[src/utf8_strict_decoder_top_defines.svh]
// ----------------------------------------------------------------------------
// UTF-8 strict decoder assertion macros
// Concurrent assertion wrappers, empty when SYNTHESIS is defined.
// ----------------------------------------------------------------------------
`ifndef UTF8_STRICT_DECODER_TOP_DEFINES_SVH
`define UTF8_STRICT_DECODER_TOP_DEFINES_SVH

`ifndef SYNTHESIS
// same-cycle implication
`define U8D_ASSERT_IMPL(label, ante, cons) \
	label: assert property (@(posedge clk) disable iff (!arst_n) (ante) |-> (cons)) \
		else $error("u8d assertion failed");
// next-cycle implication
`define U8D_ASSERT_NEXT(label, ante, cons) \
	label: assert property (@(posedge clk) disable iff (!arst_n) (ante) |=> (cons)) \
		else $error("u8d assertion failed");
`else
`define U8D_ASSERT_IMPL(label, ante, cons)
`define U8D_ASSERT_NEXT(label, ante, cons)
`endif

`endif

[src/u8d_pkg.sv]
// ----------------------------------------------------------------------------
// UTF-8 strict decoder package
// Request and result types, status codes and the lead byte length function.
// ----------------------------------------------------------------------------
`timescale 1ns / 1ps
`default_nettype none

package u8d_pkg;

	localparam int OFFSET_BITS_DEFAULT = 32;
	localparam int START_OFFSET_W      = 32;
	localparam int CP_W                = 21;

	localparam logic [1:0] STATUS_OK       = 2'd0;
	localparam logic [1:0] STATUS_INVALID  = 2'd1;
	localparam logic [1:0] STATUS_TOO_LONG = 2'd2;

	localparam logic [CP_W-1:0] MAX_SCALAR = 21'h10FFFF;

	typedef struct packed {
		logic [7:0] data_byte;
		logic       end_of_message;
	} req_t;

	typedef struct packed {
		logic [CP_W-1:0]           scalar_value;
		logic [START_OFFSET_W-1:0] start_offset;
		logic [2:0]                scalar_length;
		logic [1:0]                status;
		logic                      last;
	} res_t;

	// total sequence length for a lead byte, 0 when not a valid lead
	function automatic logic [2:0] seq_len(input logic [7:0] b);
		logic [2:0] n;
		case (b) inside
			[8'h00:8'h7F]: n = 3'd1;
			[8'hC2:8'hDF]: n = 3'd2;
			[8'hE0:8'hEF]: n = 3'd3;
			[8'hF0:8'hF4]: n = 3'd4;
			default:       n = 3'd0;
		endcase
		return n;
	endfunction

endpackage

`default_nettype wire

[src/utf8_strict_decoder_top.sv]
// ----------------------------------------------------------------------------
// UTF-8 strict decoder
// Streaming byte-wise UTF-8 decoder with strict validation and error status.
// ----------------------------------------------------------------------------
// One byte request is taken per cycle unless a result waits with res_ready low.
// Each byte waits in the input register while the decode logic updates the
// sequence state and loads the result register, so a result passes through the
// input register and then the result register after its last byte is taken.
// byte_ready follows res_ready combinationally through the input register; a
// stalled result stalls the stream. Scalars carry their first byte offset and
// length; the first error gives one result with last set and the rest of the
// message is dropped up to end_of_message. Offsets are counted in OFFSET_BITS
// bits; a byte after 2^OFFSET_BITS bytes flags too long.
`timescale 1ns / 1ps
`default_nettype none

`include "utf8_strict_decoder_top_defines.svh"

module utf8_strict_decoder_top #(
	parameter int OFFSET_BITS = u8d_pkg::OFFSET_BITS_DEFAULT
) (
	input  wire logic          clk,
	input  wire logic          arst_n,
	input  wire logic          byte_valid,
	output logic               byte_ready,
	input  wire u8d_pkg::req_t byte_req,
	output logic               res_valid,
	input  wire logic          res_ready,
	output u8d_pkg::res_t      res
);

	localparam int CP_W = u8d_pkg::CP_W;

	// input stage
	logic          valid_s1;
	u8d_pkg::req_t req_s1;
	logic          advance;

	// decode state
	logic [CP_W-1:0]        acc_q,       acc_d;
	logic [7:0]             lead_q,      lead_d;
	logic [1:0]             seen_q,      seen_d;
	logic [OFFSET_BITS:0]   offset_q,    offset_d;
	logic [OFFSET_BITS-1:0] seq_start_q, seq_start_d;
	logic                   disc_q,      disc_d;

	// result stage
	logic          res_valid_q;
	u8d_pkg::res_t res_q;
	logic          emit;
	u8d_pkg::res_t res_d;

	// decode intermediates
	logic [7:0]             b;
	logic                   eom;
	logic [2:0]             n_lead;
	logic [2:0]             n_cur;
	logic [2:0]             seen_inc;
	logic [CP_W-1:0]        acc_shift;
	logic                   good;
	logic [OFFSET_BITS-1:0] cur;
	logic [OFFSET_BITS-1:0] ones;
	logic                   fail;
	logic [1:0]             fail_status;
	logic [OFFSET_BITS-1:0] fail_start;

	assign advance    = valid_s1 && (!res_valid_q || res_ready);
	assign byte_ready = !valid_s1 || advance;
	assign res_valid  = res_valid_q;
	assign res        = res_q;

	always_ff @(posedge clk or negedge arst_n) begin
		if (!arst_n) begin
			valid_s1 <= 1'b0;
		end else if (byte_valid && byte_ready) begin
			valid_s1 <= 1'b1;
		end else if (advance) begin
			valid_s1 <= 1'b0;
		end
	end

	always_ff @(posedge clk) begin
		if (byte_valid && byte_ready) begin
			req_s1 <= byte_req;
		end
	end

	always_comb begin
		b           = req_s1.data_byte;
		eom         = req_s1.end_of_message;
		n_lead      = u8d_pkg::seq_len(lead_q);
		n_cur       = u8d_pkg::seq_len(b);
		seen_inc    = {1'b0, seen_q} + 3'd1;
		acc_shift   = {acc_q[CP_W-7:0], b[5:0]};
		cur         = offset_q[OFFSET_BITS-1:0];
		ones        = '1;
		good        = (b[7:6] == 2'b10);
		fail        = 1'b0;
		fail_status = u8d_pkg::STATUS_INVALID;
		fail_start  = seq_start_q;

		acc_d       = acc_q;
		lead_d      = lead_q;
		seen_d      = seen_q;
		offset_d    = offset_q;
		seq_start_d = seq_start_q;
		disc_d      = disc_q;

		emit               = 1'b0;
		res_d.scalar_value = '0;
		res_d.start_offset = '0;
		res_d.scalar_length = '0;
		res_d.status       = u8d_pkg::STATUS_OK;
		res_d.last         = eom;

		if (seen_q == 2'd1) begin
			if (lead_q == 8'hE0 && b < 8'hA0) good = 1'b0;
			if (lead_q == 8'hED && b > 8'h9F) good = 1'b0;
			if (lead_q == 8'hF0 && b < 8'h90) good = 1'b0;
			if (lead_q == 8'hF4 && b > 8'h8F) good = 1'b0;
		end

		if (disc_q) begin
			// swallow to end of message
		end else if (offset_q[OFFSET_BITS]) begin
			fail        = 1'b1;
			fail_status = u8d_pkg::STATUS_TOO_LONG;
			fail_start  = ones;
		end else begin
			offset_d = offset_q + 1'b1;
			if (seen_q == 2'd0) begin
				if (n_cur == 3'd0) begin
					fail       = 1'b1;
					fail_start = cur;
				end else if (n_cur == 3'd1) begin
					emit                = 1'b1;
					res_d.scalar_value  = CP_W'(b);
					res_d.start_offset  = u8d_pkg::START_OFFSET_W'(cur);
					res_d.scalar_length = 3'd1;
				end else begin
					lead_d      = b;
					seq_start_d = cur;
					seen_d      = 2'd1;
					case (n_cur)
						3'd2:    acc_d = CP_W'(b[4:0]);
						3'd3:    acc_d = CP_W'(b[3:0]);
						default: acc_d = CP_W'(b[2:0]);
					endcase
					if (eom) begin
						fail       = 1'b1;
						fail_start = cur;
					end
				end
			end else begin
				if (!good) begin
					fail = 1'b1;
				end else if (seen_inc >= n_lead) begin
					if (acc_shift > u8d_pkg::MAX_SCALAR) begin
						fail = 1'b1;
					end else begin
						emit                = 1'b1;
						res_d.scalar_value  = acc_shift;
						res_d.start_offset  = u8d_pkg::START_OFFSET_W'(seq_start_q);
						res_d.scalar_length = n_lead;
						seen_d              = 2'd0;
						acc_d               = '0;
					end
				end else begin
					acc_d  = acc_shift;
					seen_d = seen_inc[1:0];
					if (eom) fail = 1'b1;
				end
			end
		end

		if (fail) begin
			emit                = 1'b1;
			res_d.scalar_value  = '0;
			res_d.start_offset  = u8d_pkg::START_OFFSET_W'(fail_start);
			res_d.scalar_length = '0;
			res_d.status        = fail_status;
			res_d.last          = 1'b1;
			disc_d              = 1'b1;
			seen_d              = 2'd0;
			acc_d               = '0;
		end

		if (eom) begin
			acc_d       = '0;
			lead_d      = '0;
			seen_d      = 2'd0;
			offset_d    = '0;
			seq_start_d = '0;
			disc_d      = 1'b0;
		end
	end

	always_ff @(posedge clk or negedge arst_n) begin
		if (!arst_n) begin
			acc_q       <= '0;
			lead_q      <= '0;
			seen_q      <= '0;
			offset_q    <= '0;
			seq_start_q <= '0;
			disc_q      <= 1'b0;
		end else if (advance) begin
			acc_q       <= acc_d;
			lead_q      <= lead_d;
			seen_q      <= seen_d;
			offset_q    <= offset_d;
			seq_start_q <= seq_start_d;
			disc_q      <= disc_d;
		end
	end

	always_ff @(posedge clk or negedge arst_n) begin
		if (!arst_n) begin
			res_valid_q <= 1'b0;
		end else if (advance) begin
			res_valid_q <= emit;
		end else if (res_ready) begin
			res_valid_q <= 1'b0;
		end
	end

	always_ff @(posedge clk) begin
		if (advance && emit) begin
			res_q <= res_d;
		end
	end

	`U8D_ASSERT_IMPL(a_disc_idle, disc_q, seen_q == 2'd0 && acc_q == '0)
	`U8D_ASSERT_IMPL(a_err_fields, res_valid_q && res_q.status != u8d_pkg::STATUS_OK,
		res_q.last && res_q.scalar_length == 3'd0 && res_q.scalar_value == '0)
	`U8D_ASSERT_IMPL(a_ok_fields, res_valid_q && res_q.status == u8d_pkg::STATUS_OK,
		res_q.scalar_length != 3'd0 && res_q.scalar_value <= u8d_pkg::MAX_SCALAR)
	`U8D_ASSERT_NEXT(a_eom_clears, advance && req_s1.end_of_message,
		!disc_q && offset_q == '0 && seen_q == 2'd0)

endmodule

`default_nettype wire

[config.mk]
export PLATFORM = sky130hd
export DESIGN_NAME = utf8_strict_decoder_top
export DESIGN_NICKNAME = d
export VERILOG_FILES = /design/src/u8d_pkg.sv /design/src/utf8_strict_decoder_top.sv
export VERILOG_INCLUDE_DIRS = /design/src /design/src/src
export SDC_FILE = /design/constraint.sdc
export NUM_CORES = 1
export LEC_CHECK = 0
export BUFFER_PORTS_ARGS = -buffer_cell sky130_fd_sc_hd__buf_2
export CORE_MARGIN = 4
export CORE_UTILIZATION = 40
export DETAILED_ROUTE_END_ITERATION = 10
export GPL_TIMING_DRIVEN = 0
export PLACE_DENSITY = 0.63
export SYNTH_ARGS = -nofsm -noshare
export SYNTH_HDL_FRONTEND = slang
export SYNTH_SLANG_ARGS = --single-unit
export TNS_END_PERCENT = 20
[constraint.sdc]
create_clock -name clk -period 17.3 [get_ports clk]
set_clock_uncertainty 0.1 [all_clocks]
set_input_delay 3.46 -clock clk [delete_from_list [all_inputs] [get_ports clk]]
set_output_delay 3.46 -clock clk [all_outputs]
set_load 0.01 [all_outputs]
# Yosys cells after proc, flatten, opt, wreduce, memory -nomap -nowiden
# Index checks and enable logic that the tools add are counted.
[classes]
magnitude_cmp = 22
add_sub_neg = 2
n_bitwise = 1
mux = 90
n_eq_ne = 18
n_reduce_logical = 33
[ops]
columns = ["operator", "n"]
rows = [
  ["32-bit 2-to-1 mux", 12],
  ["56-bit 2-to-1 mux", 4],
  ["15-bit 2-to-1 mux", 10],
  ["33-bit 2-to-1 mux", 3],
  ["43-bit 2-to-1 mux", 2],
  ["35-bit 2-to-1 mux", 2],
  ["8-bit >= comparator (second input constant)", 6],
  ["8-bit less-or-equal comparator (second input constant)", 6],
  ["8-bit 2-to-1 mux", 6],
  ["38-bit 2-to-1 mux", 1],
  ["33-bit by 1-bit adder with 33-bit output (second input constant)", 1],
  ["8-bit equality test (second input constant)", 4],
  ["1-bit 2-to-1 mux", 29],
  ["2-bit 2-to-1 mux", 12],
  ["3-bit 2-to-1 mux", 8],
  ["21-bit > comparator (second input constant)", 1],
  ["8-bit by 1-bit >= comparator with 1-bit output (second input constant)", 2],
  ["8-bit > comparator (second input constant)", 2],
  ["8-bit by 7-bit less-or-equal comparator with 1-bit output (second input constant)", 2],
  ["8-bit less-than comparator (second input constant)", 2],
  ["1-bit logical AND", 15],
  ["5-bit case mux with 2 select lines", 1],
  ["2-bit != test (second input constant)", 4],
  ["4-bit != test (second input constant)", 2],
  ["21 further kinds", 29],
]
[word_totals]
elab_cells = 183
regBits = 161
input_bits = 13
output_inout_bits = 61

# Logic depth before layout (Yosys ltp)
[depth]
ltp_word = 15
depth_mapped = 12
mapped_depth_nobuf = 10

# Worst setup path after synthesis
# OpenSTA, ideal clock, no wires.
[synth_timing]
path_kind = "input port to flip-flop"
start = "input port res_ready"
end = "register res_valid_q (netlist: res_valid)"
required_ps = 17108
setup_ps = 92
setup_slack_ps = 8426
t_arrival_ps = 8681
stages = 4
path_buffers = 0
cell_sequence = "nor2b_1 nor3_1 a21boi_0 or2_2"
[synth_via]
elab_chain_len = 3
word_cells_on_any_way = 4
cone_classes = "1 x mux; 3 x reduce/logical"
[synth_lines]
columns = ["item", "line_no", "source"]
rows = [
  ["start, declared", "utf8_strict_decoder_top.sv:28", "input wire logic res_ready,"],
  ["1-bit logical OR", "utf8_strict_decoder_top.sv:67", "assign advance = valid_s1 && (!res_valid_q || res_ready);"],
  ["1-bit logical AND", "utf8_strict_decoder_top.sv:67", ""],
  ["1-bit 2-to-1 mux / 2-bit nonzero test (equally long branches)", "-", ""],
  ["end signal, assigned", "utf8_strict_decoder_top.sv:220", "res_valid_q <= emit;"],
  ["end, declared", "utf8_strict_decoder_top.sv:48", "logic res_valid_q;"],
]
# Several ways; a longest one is shown, not always the timed one.
# A chain may end at the register's enable or synchronous reset.

# Final worst setup path
[layout_timing]
start = "input port res_ready"
end = "output port byte_ready"
[layout_via]
elab_chain_len = 3
[layout_lines]
columns = ["item", "line_no", "source"]
rows = [
  ["1-bit logical OR", "utf8_strict_decoder_top.sv:67", ""],
  ["1-bit logical AND", "utf8_strict_decoder_top.sv:67", ""],
  ["1-bit logical OR", "utf8_strict_decoder_top.sv:68", "assign byte_ready = !valid_s1 || advance;"],
  ["end, declared", "utf8_strict_decoder_top.sv:25", "output logic byte_ready,"],
]
# Every way passes these cells.

==> run_results.csv <==
group,metric,value,unit
worst_setup_path,critPathMaxFanout,4,
global_route,grt_use_total,17.13,%
timing,setup_viol,0,
floorplan,initial_core_util,40.95,%
logic_synthesis,syn-num-nets,581,
floorplan,die_height,141.3,um
logic_synthesis,synth.avg_cell_area,12.67,sq um
timing,tns,0,ns
drt,routedWlPerCell,18.53,um
power,p_sw_share,30.31,%
run_status,status,"finished, final reports clean",
final_layout,postLayoutCellArea,8392,sq um
placement,postPlaceCellArea,7835,sq um
worst_setup_path,cp.required,13.74,ns
timing,rsz0062_at_grt,"no",
power,clkPwrFrac,34.7,%
final_layout,fin_nets,676,
worst_setup_path,crit_path_end_kind,"output port",
timing,hold_viol,0,
floorplan,num_rows,48,
drt,ant_nets,0,
power,p_int,710.1,uW
drt,drtIter0Drc,297,
clock_tree,clk_latency,0.43,ns
logic_synthesis,synth_ff_type,"dfrtp_1",
global_route,grt_pass1_vias,5196,
timing,slew_viol_final,0,
hold_path,hold_class,"flop to flop",
power,p_seq_share,45.9,%
floorplan,ioPinCount,74,
logic_synthesis,synthDistinctLibCells,63,
floorplan,die_w,141.3,um
global_route,antenna_found_initial,0,
final_layout,n_antenna_cell,0,
global_route,grt_max_degree,55,
drt,viasPerCell,5.762,
logic_synthesis,syn_area,7107,sq um
run,drv_cap,0,
drt,firstDrtPassIters,5,
power,combPwrFrac,19.4,%
clock_tree,htreeDepth,4,
power,total_leakage_power,3.605,nW
clock_tree,cts_root_buffer,"clkbuf_16",
clock_tree,hold_buffers,0,
placement,portBuffers,73,
final_layout,final_common_cell,"dfrtp_1",
drt,drc,0,
floorplan,coreArea,17360,sq um
final_layout,layout-drive-gt1-share,21.82,%
drt,num_vias,5151,
clock_tree,cts_resized,0,
clock_tree,clock_path_buffers,2,
power,p_total,1.019,mW
logic_synthesis,synthArstFlopShare,57.76,%
timing,fmax,0.1287,GHz
power,p_per_area,121.4,nW/um^2
power,switchingPower,308.9,uW
placement,hpwl,11.50,mm
timing,finalCritPeriodShare,44.90,%
power,ir_drop,0.07801,mV
floorplan,dieArea,19960,sq um
logic_synthesis,synth_edf_count,68,
worst_setup_path,start_kind,"input port",
global_route,grt_pass1_wl,27.16,mm
clock_tree,post_cts_buffers,0,
clock_tree,path_clk_slew,0.06,ns
clock_tree,clock-sinks,161,
clock_tree,numCtsBuffers,17,
logic_synthesis,seq_area_frac_synth,61.48,%
logic_synthesis,synthCells,561,
placement,gp_congestion,0.8544,
worst_setup_path,worstPathArrival,4.21,ns
final_layout,syn2layout_area_growth,18.08,%
timing,fin_crit,7.768,ns
worst_setup_path,path_class,"input port to output port",
timing,slew_headroom,35.45,%
logic_synthesis,ys_warn_count,0,
timing,worst_pin_slew,0.9602,ns
final_layout,final_cell_mix,"dfrtp_1 (93), buf_2 (77), edfxtp_1 (68)",
global_route,grt-ovfl-total,0,
drt,wl,16.56,mm
clock_tree,cts_tree,"built",
logic_synthesis,ys_ff_latch,161,
==> metal layers <==
metal | track usage [%] | routed length (um) | share of wire (%) | vias to the layer above
li1 | - | - | - | 2367
met1 | 23.01 | 7329 | 44 | 2599
met2 | 26.81 | 7960 | 48 | 163
met3 | 4.887 | 1002 | 6.0 | 22
met4 | 5.864 | 272 | 1.6 | 0
met5 | 0 | 0 | 0 | -
==> critical path, cell delays in order <==
cell and delay (ns):
buf_2 0.11, nor2b_1 0.32, nand2_1 0.15, buf_2 0.17
==> flip-flops by register name, indices dropped and copies added (netlist names) <==
signal,count
seq_start_q,32
offset_q,33
res,59
eom,1
res_valid,1
valid_s1,1
b,8
seen_q,2
disc_q,1
acc_q,15
lead_q,8
==> logic make-up (layout without fill, tap and decap cells) <==
logic type	Yosys count	in the layout	synth area share, %
buffers and inverters	45	153	4.049
multiplexers	2	2	0.2817
flip-flops	161	161	61.48
AND/OR/NAND/NOR	170	170	12.87
adder cells (fa/ha/maj)	7	7	1.232
AO/OA/AOI/OAI	160	160	18.12
XOR/XNOR	16	16	1.972
==> final cells by class <==
type	count	area, sq um
flip-flops and latches	161	4369
clock buffers	20	456.7
fillers	1561	8965
clock inverters	12	100.1
multi-input cells	355	2461
repair buffers	76	435.4
inverters	8	30.03
well taps	225	281.5
plain buffers	37	257.7
==> final timing paths <==
kind | from | end | slack [ns] | depth (start not counted)
max in group asynchronous | arst_n | disc_q$_DFFE_PN0P_ | 13.53 | 2
worst max register to register | lead_q[1]$_DFFE_PN0P_ | res[10]$_DFFE_PP_ | 13.38 | 10
worst min-delay path | acc_q[9]$_DFFE_PN0P_ | acc_q[9]$_DFFE_PN0P_ | 0.40 | 1
worst min register to register | acc_q[9]$_DFFE_PN0P_ | acc_q[9]$_DFFE_PN0P_ | 0.40 | 1
min in group asynchronous | arst_n | seq_start_q[16]$_DFFE_PN0P_ | 2.90 | 1
worst max-delay path | res_ready | byte_ready | 9.53 | 4
==> power by group through the flow <==
stage / sequential [mW] / combinational [mW] / clock (mW)
floorplan: 0.491 / 0.103 / 0
global placement: 0.483 / 0.184 / 0
detailed placement: 0.475 / 0.198 / 0
CTS: 0.468 / 0.199 / 0.360
global route: 0.473 / 0.215 / 0.375
finish: 0.468 / 0.197 / 0.354
==> through the flow <==
step,utilization (%),hold WS (ns),worst slack (ns),std cells
3_3_place_gp,44.67,0.3880,6.105,859
5_1_grt,48.35,0.4206,9.449,894
3_5_place_dp,45.14,0.3897,9.545,862
2_1_floorplan,-,0.3644,8.426,561
4_1_cts,48.35,0.4039,9.542,894
6_report,48.35,0.4031,9.532,894
==> Yosys cell counts, types with 3 or more instances <==
cell,number,area share [%]
a21o_1,3,0.32
a21oi_1,12,0.85
a221o_1,30,4.2
a22o_1,49,6.0
a31oi_1,6,0.53
and2_1,12,1.1
and3_1,20,1.8
buf_2,5,0.35
buf_6,12,1.9
clkbuf_1,14,0.74
dfrtp_1,93,33
edfxtp_1,68,29
ha_1,7,1.2
inv_1,8,0.42
nand2_1,28,1.5
nand2b_1,7,0.62
nand3_1,9,0.63
nand4_1,12,1.1
nor2_1,37,2.0
nor2b_1,6,0.53
nor3_1,10,0.70
nor4_1,4,0.35
o211ai_1,3,0.32
o21ai_0,29,2.0
o2bb2ai_1,3,0.37
or2_2,3,0.26
or3_1,7,0.62
xnor2_1,6,0.74
xor2_1,10,1.2
No activity file was read; power rests on OpenSTA's default activity.
